## src/hdl/ecal_pkg.sv

```systemverilog
package ecal_pkg;

   localparam logic [16:0] SECS_PER_DAY  = 17'd86400;
   localparam logic [16:0] SECS_PER_HOUR = 17'd3600;
   localparam logic [16:0] SECS_PER_MIN  = 17'd60;
   localparam logic [16:0] DAYS_PER_WEEK = 17'd7;
   localparam logic [11:0] EPOCH_YEAR    = 12'd1970;
   localparam logic [15:0] EPOCH_WEEKDAY = 16'd4;
   localparam logic [3:0]  LAST_MONTH    = 4'd11;
   localparam logic [3:0]  FEBRUARY      = 4'd1;

   // constant division by reciprocal: floor(x / d) = (x * recip) >> shift
   // days: (t >> 7) / 675, hours: (s >> 4) / 225, minutes: (s >> 2) / 15, weeks: w / 7
   localparam logic [25:0] DAY_RECIP  = 26'd50903317;  // shift 35
   localparam logic [13:0] HOUR_RECIP = 14'd9321;      // shift 21
   localparam logic [10:0] MIN_RECIP  = 11'd1093;      // shift 14
   localparam logic [16:0] WEEK_RECIP = 17'd74899;     // shift 19

   typedef enum logic [3:0] {
      ST_IDLE,
      ST_DAY,
      ST_SOD,
      ST_HOUR,
      ST_SOH,
      ST_MIN,
      ST_SEC,
      ST_YEAR,
      ST_MONTH,
      ST_DONE
   } state_type;

   typedef struct packed {
      logic load;
      logic day_calc;
      logic sod_calc;
      logic hour_calc;
      logic soh_calc;
      logic min_calc;
      logic sec_calc;
      logic year_init;
      logic year_step;
      logic month_step;
   } cmd_type;

   typedef struct packed {
      logic year_more;
      logic month_more;
   } status_type;

   function automatic logic [15:0] month_len(input logic [3:0] m, input logic leap);
      logic [15:0] len;
      case (m)
         4'd0:    len = 16'd31;
         4'd1:    len = leap ? 16'd29 : 16'd28;
         4'd2:    len = 16'd31;
         4'd3:    len = 16'd30;
         4'd4:    len = 16'd31;
         4'd5:    len = 16'd30;
         4'd6:    len = 16'd31;
         4'd7:    len = 16'd31;
         4'd8:    len = 16'd30;
         4'd9:    len = 16'd31;
         4'd10:   len = 16'd30;
         4'd11:   len = 16'd31;
         default: len = 16'd31;
      endcase
      return len;
   endfunction

endpackage

```

## src/hdl/ecal_ctrl.sv

```systemverilog
module ecal_ctrl
   import ecal_pkg::*;
(
   input  logic       clock,
   input  logic       reset,
   input  logic       start,
   input  status_type status,
   output cmd_type    cmd,
   output logic       busy,
   output logic       rsp_valid
);

   state_type  state_ff, state_in;
   logic       valid_ff, valid_in;

   always_ff @(posedge clock) begin
      if (reset) begin
         state_ff <= ST_IDLE;
         valid_ff <= 1'b0;
      end else begin
         state_ff <= state_in;
         valid_ff <= valid_in;
      end
   end

   always_comb begin
      state_in = state_ff;
      valid_in = 1'b0;
      cmd      = '0;
      case (state_ff)
         ST_IDLE: begin
            if (start) begin
               cmd.load = 1'b1;
               state_in = ST_DAY;
            end
         end
         ST_DAY: begin
            cmd.day_calc = 1'b1;
            state_in     = ST_SOD;
         end
         ST_SOD: begin
            // whole days are known, so the year count can be set up here
            cmd.sod_calc  = 1'b1;
            cmd.year_init = 1'b1;
            state_in      = ST_HOUR;
         end
         ST_HOUR: begin
            cmd.hour_calc = 1'b1;
            state_in      = ST_SOH;
         end
         ST_SOH: begin
            cmd.soh_calc = 1'b1;
            state_in     = ST_MIN;
         end
         ST_MIN: begin
            cmd.min_calc = 1'b1;
            state_in     = ST_SEC;
         end
         ST_SEC: begin
            cmd.sec_calc = 1'b1;
            state_in     = ST_YEAR;
         end
         ST_YEAR: begin
            if (status.year_more) begin
               cmd.year_step = 1'b1;
            end else begin
               state_in = ST_MONTH;
            end
         end
         ST_MONTH: begin
            if (status.month_more) begin
               cmd.month_step = 1'b1;
            end else begin
               state_in = ST_DONE;
            end
         end
         ST_DONE: begin
            valid_in = 1'b1;
            state_in = ST_IDLE;
         end
         default: begin
            state_in = ST_IDLE;
         end
      endcase
   end

   assign busy      = (state_ff != ST_IDLE);
   assign rsp_valid = valid_ff;

endmodule

```

## src/hdl/ecal_dp.sv

```systemverilog
module ecal_dp
   import ecal_pkg::*;
(
   input  logic        clock,
   input  cmd_type     cmd,
   input  logic [31:0] epoch_seconds,
   output status_type  status,
   output logic [5:0]  second,
   output logic [5:0]  minute,
   output logic [4:0]  hour,
   output logic [4:0]  day_of_month,
   output logic [3:0]  month,
   output logic [11:0] year,
   output logic [2:0]  weekday
);

   logic [31:0] t_ff, t_in;
   logic [15:0] days_ff, days_in;
   logic [16:0] sod_ff, sod_in;
   logic [15:0] wk_ff, wk_in;
   logic [12:0] wq_ff, wq_in;
   logic [11:0] soh_ff, soh_in;
   logic [15:0] rem_ff, rem_in;
   logic [11:0] year_ff, year_in;
   logic [3:0]  month_ff, month_in;
   logic [4:0]  hour_ff, hour_in;
   logic [5:0]  minute_ff, minute_in;
   logic [5:0]  second_ff, second_in;
   logic [2:0]  weekday_ff, weekday_in;

   logic [50:0] day_prod;
   logic [16:0] day_secs;
   logic [26:0] hour_prod;
   logic [11:0] hour_secs;
   logic [20:0] min_prod;
   logic [5:0]  min_secs;
   logic [32:0] week_prod;
   logic [2:0]  week_days;
   logic        leap;
   logic [15:0] ylen;
   logic [15:0] mlen;

   always_ff @(posedge clock) begin
      t_ff       <= t_in;
      days_ff    <= days_in;
      sod_ff     <= sod_in;
      wk_ff      <= wk_in;
      wq_ff      <= wq_in;
      soh_ff     <= soh_in;
      rem_ff     <= rem_in;
      year_ff    <= year_in;
      month_ff   <= month_in;
      hour_ff    <= hour_in;
      minute_ff  <= minute_in;
      second_ff  <= second_in;
      weekday_ff <= weekday_in;
   end

   // quotients by reciprocal multiply, remainders by multiply back and subtract
   assign day_prod  = {26'd0, t_ff[31:7]} * {25'd0, DAY_RECIP};
   assign day_secs  = days_ff * SECS_PER_DAY;
   assign hour_prod = {14'd0, sod_ff[16:4]} * {13'd0, HOUR_RECIP};
   assign hour_secs = 12'(hour_ff * SECS_PER_HOUR);
   assign min_prod  = {11'd0, soh_ff[11:2]} * {10'd0, MIN_RECIP};
   assign min_secs  = 6'(minute_ff * SECS_PER_MIN);
   assign week_prod = {17'd0, wk_ff} * {16'd0, WEEK_RECIP};
   assign week_days = 3'(wq_ff * DAYS_PER_WEEK);

   assign leap  = (year_ff[1:0] == 2'b00);
   assign ylen  = leap ? 16'd366 : 16'd365;
   assign mlen  = month_len(month_ff, leap && (month_ff == FEBRUARY));

   assign status.year_more  = (rem_ff >= ylen);
   assign status.month_more = (month_ff != LAST_MONTH) && (rem_ff >= mlen);

   always_comb begin
      t_in       = t_ff;
      days_in    = days_ff;
      sod_in     = sod_ff;
      wk_in      = wk_ff;
      wq_in      = wq_ff;
      soh_in     = soh_ff;
      rem_in     = rem_ff;
      year_in    = year_ff;
      month_in   = month_ff;
      hour_in    = hour_ff;
      minute_in  = minute_ff;
      second_in  = second_ff;
      weekday_in = weekday_ff;
      if (cmd.load) begin
         t_in = epoch_seconds;
      end
      if (cmd.day_calc) begin
         days_in = day_prod[50:35];
      end
      if (cmd.sod_calc) begin
         sod_in = t_ff[16:0] - day_secs;
         wk_in  = days_ff + EPOCH_WEEKDAY;
      end
      if (cmd.hour_calc) begin
         hour_in = hour_prod[25:21];
         wq_in   = week_prod[31:19];
      end
      if (cmd.soh_calc) begin
         soh_in     = sod_ff[11:0] - hour_secs;
         weekday_in = wk_ff[2:0] - week_days;
      end
      if (cmd.min_calc) begin
         minute_in = min_prod[19:14];
      end
      if (cmd.sec_calc) begin
         second_in = soh_ff[5:0] - min_secs;
      end
      if (cmd.year_init) begin
         rem_in   = days_ff;
         year_in  = EPOCH_YEAR;
         month_in = '0;
      end
      if (cmd.year_step) begin
         rem_in  = rem_ff - ylen;
         year_in = year_ff + 12'd1;
      end
      if (cmd.month_step) begin
         rem_in   = rem_ff - mlen;
         month_in = month_ff + 4'd1;
      end
   end

   assign second       = second_ff;
   assign minute       = minute_ff;
   assign hour         = hour_ff;
   assign day_of_month = rem_ff[4:0] + 5'd1;
   assign month        = month_ff;
   assign year         = year_ff;
   assign weekday      = weekday_ff;

endmodule

```

## src/hdl/epoch_seconds_to_calendar_top.sv

```systemverilog
// after the accepting edge the controller steps through DAY, SOD, HOUR, SOH, MIN and SEC for the
// constant divisions, then YEAR once per whole year past 1970 (0..136) and MONTH once per month
// (0..11), then DONE, whose registered strobe marks the result
// throughput: one item at a time; a new item may be accepted in the cycle of the strobe
// reset: synchronous, active high, returns to idle with no strobe pending
// the receiver cannot stall: each result is shown for exactly one cycle
module epoch_seconds_to_calendar_top
   import ecal_pkg::*;
(
   input  logic        clock,
   input  logic        reset,
   input  logic        start,
   output logic        busy,
   input  logic [31:0] req_epoch_seconds,
   output logic        rsp_valid,
   output logic [5:0]  rsp_second,
   output logic [5:0]  rsp_minute,
   output logic [4:0]  rsp_hour,
   output logic [4:0]  rsp_day_of_month,
   output logic [3:0]  rsp_month,
   output logic [11:0] rsp_year,
   output logic [2:0]  rsp_weekday
);

   cmd_type    cmd;
   status_type status;

   ecal_ctrl u_ctrl (
      .clock     (clock),
      .reset     (reset),
      .start     (start),
      .status    (status),
      .cmd       (cmd),
      .busy      (busy),
      .rsp_valid (rsp_valid)
   );

   ecal_dp u_dp (
      .clock         (clock),
      .cmd           (cmd),
      .epoch_seconds (req_epoch_seconds),
      .status        (status),
      .second        (rsp_second),
      .minute        (rsp_minute),
      .hour          (rsp_hour),
      .day_of_month  (rsp_day_of_month),
      .month         (rsp_month),
      .year          (rsp_year),
      .weekday       (rsp_weekday)
   );

   a_strobe_single: assert property (@(posedge clock) disable iff (reset)
      rsp_valid |=> !rsp_valid)
      else $error("result strobe longer than one cycle");

   a_accept_busy: assert property (@(posedge clock) disable iff (reset)
      (start && !busy) |=> busy)
      else $error("accepted item did not start work");

   a_strobe_idle: assert property (@(posedge clock) disable iff (reset)
      rsp_valid |-> !busy)
      else $error("result strobe while still working");

   a_result_range: assert property (@(posedge clock) disable iff (reset)
      rsp_valid |-> ((rsp_month <= 4'd11) && (rsp_day_of_month != 5'd0)
                     && (rsp_weekday <= 3'd6) && (rsp_hour <= 5'd23)))
      else $error("result field out of range");

endmodule

```

## config.mk

```make
export PLATFORM = sky130hd
export DESIGN_NAME = epoch_seconds_to_calendar_top
export DESIGN_NICKNAME = d
export VERILOG_FILES = /design/src/hdl/ecal_pkg.sv /design/src/hdl/ecal_ctrl.sv /design/src/hdl/ecal_dp.sv /design/src/hdl/epoch_seconds_to_calendar_top.sv
export SDC_FILE = /design/constraint.sdc
export NUM_CORES = 1
export LEC_CHECK = 0
export ABC_CLOCK_PERIOD_IN_PS = 7400
export BUFFER_PORTS_ARGS = -buffer_cell sky130_fd_sc_hd__clkbuf_2
export CAP_MARGIN = 20
export CORE_MARGIN = 3
export CORE_UTILIZATION = 50
export DETAILED_ROUTE_END_ITERATION = 6
export PLACE_DENSITY = 0.68
export SLEW_MARGIN = 10
export SYNTH_ARGS = -nofsm -noshare
export SYNTH_HDL_FRONTEND = slang
export SYNTH_HIERARCHICAL = 1
export SYNTH_SLANG_ARGS = --single-unit
```

## constraint.sdc

```tcl
create_clock -name clock -period 7.4 [get_ports clock]
set_input_delay 1.48 -clock clock [delete_from_list [all_inputs] [get_ports clock]]
set_output_delay 1.48 -clock clock [all_outputs]
set_load 0.1 [all_outputs]
```

# Word level (Yosys, flattened, before mapping)
# Index checks and enable logic that the tools add are counted.
# op_classes
add_sub_neg	10
mul	8
order_cmp	2
n_eq_ne	18
muxes	27
reduce_logical	10
# ops
operator	count
$mul 25x26->51 const B	1
$mux 16	3
$pmux 4 s9	1
$ge 16x16->1	2
$mul 16x17->32 const B	1
$pmux 16 s2	1
$sub 16x16->16	2
$mul 13x14->26 const B	1
$mux 12	2
$eq 4x3->1 const B	5
$mul 10x11->20 const B	1
$mux 4	5
$sub 17x17->17	1
$add 16x3->16 const B	1
$eq 4x4->1 const B	4
$mul 16x10->10 const B	1
$mux 1	14
$mul 13x3->3 const B	1
$add 12x1->12 const B	1
$eq 4x2->1 const B	3
$sub 12x12->12	1
$eq 4x1->1 const B	2
$mul 5x8->8 const B	1
$mul 6x4->4 const B	1
other kinds (15)	19
# totals
regBits	163
input_bits	35
out_inout_bits	43

# Longest topological paths before layout
# Gate-level depths: netlist of the first run.
# logic_depth
ltp_word	9
mapped_depth	24
ltp_nobuf	24

# By module
# Netlist of the first run, hierarchy kept.
# modules_own_cells
module	n_inst	cells_each	area_per_inst_um2
ecal_dp	1	2166	22773.1
ecal_ctrl	1	43	340.3

# Worst setup path before layout of the first run
# No wires, ideal clock.
# synth_path
kind	register to register
from	register u_dp.t_ff[30]
to	register u_dp.days_ff[13], data pin
arrival_time_ns	6.139
required_ns	7.134
setup_slack_ns	0.996
stages_incl_launch_ff	22
n_path_buf	1
path_cell_list	edfxtp_1 -> fa_1 -> inv_1 -> fa_1 -> inv_1 -> fa_1 -> inv_1 -> fa_1 -> inv_1 -> fa_1 -> fa_1 -> ha_1 -> ha_1 -> buf_6 -> a21o_1 -> a21o_1 -> a21oi_2 -> o311a_2 -> a311oi_2 -> a2111o_1 -> nand4_1 -> or3b_1
# synth_between
elab_chain_len	1
# synth_lines
item	line	text
start, declared	ecal_dp.sv:17	logic [31:0] t_ff, t_in;
start signal, assigned	ecal_dp.sv:44	t_ff <= t_in;
$mul 25x26->51	ecal_dp.sv:60	assign day_prod = {26'd0, t_ff[31:7]} * {25'd0, DAY_RECIP};
named net u_dp.day_prod[48]	ecal_dp.sv:31	logic [50:0] day_prod;
end signal, assigned	ecal_dp.sv:45	days_ff <= days_in;
end, declared	ecal_dp.sv:18	logic [15:0] days_ff, days_in;
# The timed path passes the listed nets, and every way through them passes these cells.
# A chain may end at the register's enable or synchronous reset.

# Worst setup path in the final report of the first run
# layout_path
from	register u_dp.t_ff[12]
to	register u_dp.days_ff[13], data pin
# The elaborated chain is that of the path after synthesis.

==> out/qor.csv, run 1 <==
metric,value,unit
timing.critical_path.slowest_cell_delay,0.60,ns
worst_path_dominant_cell_family,adder cells,
syn_nets,3062,
grt_max_degree,36,
top_achievable_clock_speed,147,MHz
wire_per_inst,17.1,um
gp_congestion,0.929,
number_of_antenna_violations_at_the_first_check_in_global_routing,0,
layout_min_cycle_time,6.82,ns
outcome,finished clean,
finalSetupTns,0,ns
drtAntennaViolNets,0,
die_outline_width,221,um
critical_path_class,flip-flop to flip-flop,
max-clock-path-buffers,2,
routed-via-count,15202,
overflow,0,
timing.final.hold_violations,0,
root_buffer,clkbuf_16,
core-area,0.0455,sq mm
postCtsSetupRepairBufs,0,
rows,78,
sequential_cell_area,0.00454,sq mm
final.fill_count,4030,
crit_top_cell,inv_1,
rrSetupSlack,0.58,ns
setup_repair_after_global_routing_missed_its_margin,no,
cts_tree,built,
cell_by_cell_listing_of_the_critical_path,"inv_1, ha_1, inv_1, fa_1, ha_1, inv_1, fa_1, inv_1, fa_1, fa_1, inv_1, fa_1, inv_1, ha_1, nand3_1, nor2_1, o2111ai_1, a31o_1, a311oi_2, a2111o_1, a2111oi_2, or3b_1",
avgViaCountPerCell,5.22,
hpwlAfterDp,42.5,mm
post_synth_cell_types,75,
cp.depth,22,
synth.ff_latch_count,153,
grt_first_pass_wirelength,83.0,mm
critical-path-slowest-cell,edfxtp_1,
fin_worst_skew,0.0189,ns
asyncSetResetFlopFracSynth,0,%
synthCells,2209,
syn_to_final_growth,7.40,%
drt-total-wl,49.8,mm
ctsHtreeMaxLevel,4,
multi_input_comb_area,0.0163,sq mm
initial_utilization,50.8,%
tightestPinTransition,0.929,ns
critPathCaptureType,flip-flop,
worst_setup_hold_path_clk_slew,0.08,ns
timing.critical_path.buf_inv,6,
die-area,0.0488,sq mm
mostFrequentLayoutCell,inv_1,
critPathRequiredTime,7.60,ns
drc_violations_left,0,
hold_path_end,u_dp/soh_ff[3],
postSynth.topFlopCell,edfxtp_1,
groute.usage.overall,21.3,%
clock_latency_at_the_later_pin_of_the_worst_skew_pair,0.48,ns
reg2reg_from,u_dp/t_ff[12],
cell_area_after_technology_mapping,0.0231,sq mm
synth_area_per_cell,10.5,sq um
drv.max_cap_violation_count,0,
buffer_ports.inserted,77,
final_min_period_over_clock_period,92.2,%
drv_slew,0,
pin_count,78,
timing.reg2reg.worst_path_depth,22,
layout-drive-gt1-share,6.06,%
design.final.nets,3149,
most_frequent_cells_in_the_layout,"inv_1, ha_1, fa_1",
report.final.setup_viol,0,
critical_path.max_fanout,6,
cts.hold.buffers_added,0,
grt_pass1_vias,16340,
timing.max_slew.rel_slack,37.6,%
dr.first_iter.drc_count,789,
cts.sinks,153,
chipHeight,221,um
ctsResizeCount,0,
worst_ep_arrival,7.03,ns
synth-warning-count,6,
seq_area_frac_synth,19.7,%
worstHoldPathCells,0,
synth_edf_count,148,
min-delay-start,u_dp/sod_ff[3],
drtPass1Iterations,5,
rr_endpoint,u_dp/days_ff[13],
cp-start-kind,flip-flop,
cts_made_buffers,17,
holdCritPathClass,flip-flop to flip-flop,
-- cell families after synthesis --
logic type	Yosys count	share of synthesized area [%]
AO/OA/AOI/OAI	253	6.92
XOR/XNOR	115	4.36
adder cells (fa/ha/maj)	818	53.1
buffers and inverters	601	9.86
flip-flops	153	19.7
multiplexers	3	0.130
AND/OR/NAND/NOR	266	6.02
-- layout make-up --
cell class | count | share of cell area (%)
multi-input cells | 1455 | 65.7
flip-flops and latches | 153 | 18.3
inverters | 581 | 8.79
well taps | 600 | 3.02
repair buffers | 88 | 1.89
clock buffers | 21 | 1.77
clock inverters | 11 | 0.489
diodes | 1 | 0.0101
-- worst max path at each step --
stage / startpoint / end / slack, ns
final: u_dp/t_ff[12] / u_dp/days_ff[13] / 0.58
after global routing: u_dp/t_ff[12] / u_dp/days_ff[13] / 0.33
after CTS: u_dp/t_ff[12] / u_dp/days_ff[13] / 0.56
after detailed placement: u_dp/t_ff[12] / u_dp/days_ff[13] / 0.62
after global placement: u_dp/t_ff[12] / u_dp/days_ff[13] / 0.66
after floorplan: u_dp/t_ff[30] / u_dp/days_ff[13] / 1.0
-- synth_stat cells (all sizes together), types with 17 or more instances --
master    n  share of area, %
a21o     25              0.81
a21oi    89               2.0
edfxtp  148                19
fa      270                23
ha      548                30
inv     579               9.4
nand2    62               1.0
nand3    32              0.69
nand4    17              0.46
nor2     52              0.86
nor3     17              0.44
o21ai    53               1.1
xnor2    80               3.0
xor2     35               1.3
-- stage by stage --
| stage | setup slack, ns | util [%] | hold WS (ns) | cells | instance area (sq um) |
|---|---|---|---|---|---|
| after CTS | 0.560 | 54.6 | 0.422 | 2909 | 24800 |
| after global routing | 0.334 | 54.6 | 0.433 | 2909 | 24800 |
| after floorplan | 0.996 | - | 0.400 | 2209 | 23100 |
| after detailed placement | 0.622 | 53.3 | 0.406 | 2877 | 24300 |
| final | 0.576 | 54.6 | 0.422 | 2910 | 24800 |
| after global placement | 0.662 | 53.3 | 0.403 | 2877 | 24300 |
-- sequential cells by signal, indices dropped and copies added (netlist names), 12 cells and up --
signal	cells
u_dp/sod_ff	17
u_dp/t_ff	32
u_dp/year	12
u_dp/soh_ff	12
u_dp/wk_ff	16
u_dp/rem_ff	16
u_dp/days_ff	16
-- per-layer routing --
| metal | vias to the layer above | track usage [%] | share of wire, % |
|---|---|---|---|
| li1 | 7388 | - | - |
| met1 | 7396 | 26.9 | 44 |
| met2 | 330 | 36.7 | 49 |
| met3 | 88 | 3.45 | 3.7 |
| met4 | 0 | 8.08 | 3.4 |
| met5 | - | 0 | 0 |
Power of run 1 is left out: the tool's default activity adds up to more than one toggle a clock period on the data nets, which glitch-free logic cannot reach.
==> run 2, diff against run 1 <==
--- a/config.mk
+++ b/config.mk
@@ -11,7 +11,7 @@
 export CORE_MARGIN = 3
 export CORE_UTILIZATION = 50
 export DETAILED_ROUTE_END_ITERATION = 6
-export PLACE_DENSITY = 0.68
+export PLACE_DENSITY = 0.66
 export SLEW_MARGIN = 10
 export SYNTH_ARGS = -nofsm -noshare
 export SYNTH_HDL_FRONTEND = slang
==> run 2 against run 1 <==
Critical endpoint unchanged; clock skew rose by 0.010 ns; critical path depth fell by 3; design area barely moved; critical path type unchanged; largest cell class unchanged.
==> out/qor.csv, run 2 (synthesis results as in run 1) <==
metric,value,unit,change
rows,78,,unchanged
tightestPinTransition,0.787,ns,-0.142 ns
syn_to_final_growth,7.49,%,about the same
worst_setup_hold_path_clk_slew,0.06,ns,-0.02 ns
placed_cells_incl_taps,2880,,+0.10%
drv.max_cap_violation_count,0,,unchanged
layout-drive-gt1-share,6.27,%,+0.21 points
cts_tree,built,,
drt-total-wl,50.7,mm,+1.9%
pin_count,78,,unchanged
initial_utilization,50.8,%,unchanged
critPathRequiredTime,7.61,ns,about the same
finalSetupTns,0,ns,unchanged
die_outline_width,221,um,unchanged
grt_pass1_vias,16383,,+0.26%
groute.usage.overall,21.7,%,+0.48 points
drc_violations_left,0,,unchanged
outcome,finished clean,,
final_min_period_over_clock_period,91.8,%,-0.38 points
grt_first_pass_wirelength,84.2,mm,+1.3%
ctsHtreeMaxLevel,4,,unchanged
number_of_antenna_violations_at_the_first_check_in_global_routing,0,,unchanged
final.fill_count,4032,,+0.050%
fin_worst_skew,0.0293,ns,+0.0104 ns
worst_ep_arrival,7.00,ns,-0.03 ns
postCtsSetupRepairBufs,0,,unchanged
setup_repair_after_global_routing_missed_its_margin,no,,
reg2reg_from,u_dp/t_ff[15],,
report.final.setup_viol,0,,unchanged
final-instance-count-excl-fill,2911,,+0.034%
root_buffer,clkbuf_16,,
ctsResizeCount,0,,unchanged
routed-via-count,15181,,-0.14%
cts.hold.buffers_added,0,,unchanged
hpwlAfterDp,43.3,mm,+1.8%
cts_made_buffers,17,,unchanged
dr.first_iter.drc_count,700,,-11%
wire_per_inst,17.4,um,+1.8%
timing.final.hold_violations,0,,unchanged
cp-start-kind,flip-flop,,
chipHeight,221,um,unchanged
most_frequent_cells_in_the_layout,"inv_1, ha_1, fa_1",,
mostFrequentLayoutCell,inv_1,,
die-area,0.0488,sq mm,unchanged
holdCritPathClass,flip-flop to flip-flop,,
drtPass1Iterations,6,,+1
layout_min_cycle_time,6.80,ns,-0.0285 ns
clock_latency_at_the_later_pin_of_the_worst_skew_pair,0.49,ns,about the same
utilization,54.6,%,about the same
min-delay-start,u_dp/t_ff[2],,
top_achievable_clock_speed,147,MHz,+0.42%
gp_congestion,0.937,,+0.82%
drv_slew,0,,unchanged
buffer_ports.inserted,77,,unchanged
layout_top_registers,"u_dp/t_ff: 32 flops, u_dp/sod_ff: 17 flops",,
crit_path_start,u_dp/t_ff[15],,
regMostFlops,u_dp/t_ff,,
critPathCaptureType,flip-flop,,
cts.sinks,153,,unchanged
grt_max_degree,36,,unchanged
timing.max_slew.rel_slack,47.6,%,+10 points
critical_path.max_fanout,9,,+3
insertedDiodeCount,0,,-1
avgViaCountPerCell,5.22,,-0.17%
largest_reg_flops,32,,unchanged
design.final.nets,3153,,+0.13%
overflow,0,,unchanged
critical_path_class,flip-flop to flip-flop,,
max-clock-path-buffers,2,,unchanged
drtAntennaViolNets,0,,unchanged
core-area,0.0455,sq mm,unchanged
## run 2: worst paths after layout
kind         cells after the start          endpoint  slack [ns]
max                             19  u_dp/days_ff[13]        0.60
min                              0    u_dp/sod_ff[2]        0.42
max reg2reg                     19  u_dp/days_ff[13]        0.60
min reg2reg                      0    u_dp/sod_ff[2]        0.42
## run 2: stage by stage
stage	instance area (sq um)	setup slack, ns	hold slack (ns)
after detailed placement	24300	0.641	0.406
after CTS	24800	0.610	0.421
after global routing	24800	0.190	0.432
after global placement	24300	0.747	0.403
after floorplan	23100	0.996	0.400
final	24800	0.605	0.419
## run 2: layout make-up
class | instances | area [sq um] | share of cell area (%)
flip-flops and latches | 153 | 4540 | 18.3
well taps | 600 | 751 | 3.02
clock inverters | 12 | 126 | 0.509
multi-input cells | 1455 | 16300 | 65.7
clock buffers | 18 | 429 | 1.73
inverters | 581 | 2180 | 8.78
repair buffers | 92 | 498 | 2.00
## run 2: worst max-delay path, cell delays in order, from the launching register on
cell and delay, ns:
edfxtp_1 0.67, inv_1 0.30, fa_1 0.56, fa_1 0.52, inv_1 0.06, fa_1 0.49
inv_1 0.05, fa_1 0.47, fa_1 0.52, fa_1 0.63, inv_1 0.06, ha_1 0.37
a21oi_1 0.10, o21ai_1 0.31, nor3_1 0.12, o21a_1 0.19, a311oi_2 0.37, a2111o_1 0.29
a2111oi_2 0.08, or3b_1 0.36
## run 2: per-layer routing
metal  vias up  part of all wire, %  global-route usage, %
met2       207                   50                   38.2
li1       7405                    -                      -
met1      7515                   45                   28.2
met4         0                  2.0                   6.31
met3        54                  2.7                   2.88
met5         -                    0                      0
Power of run 2 is left out for the same reason.
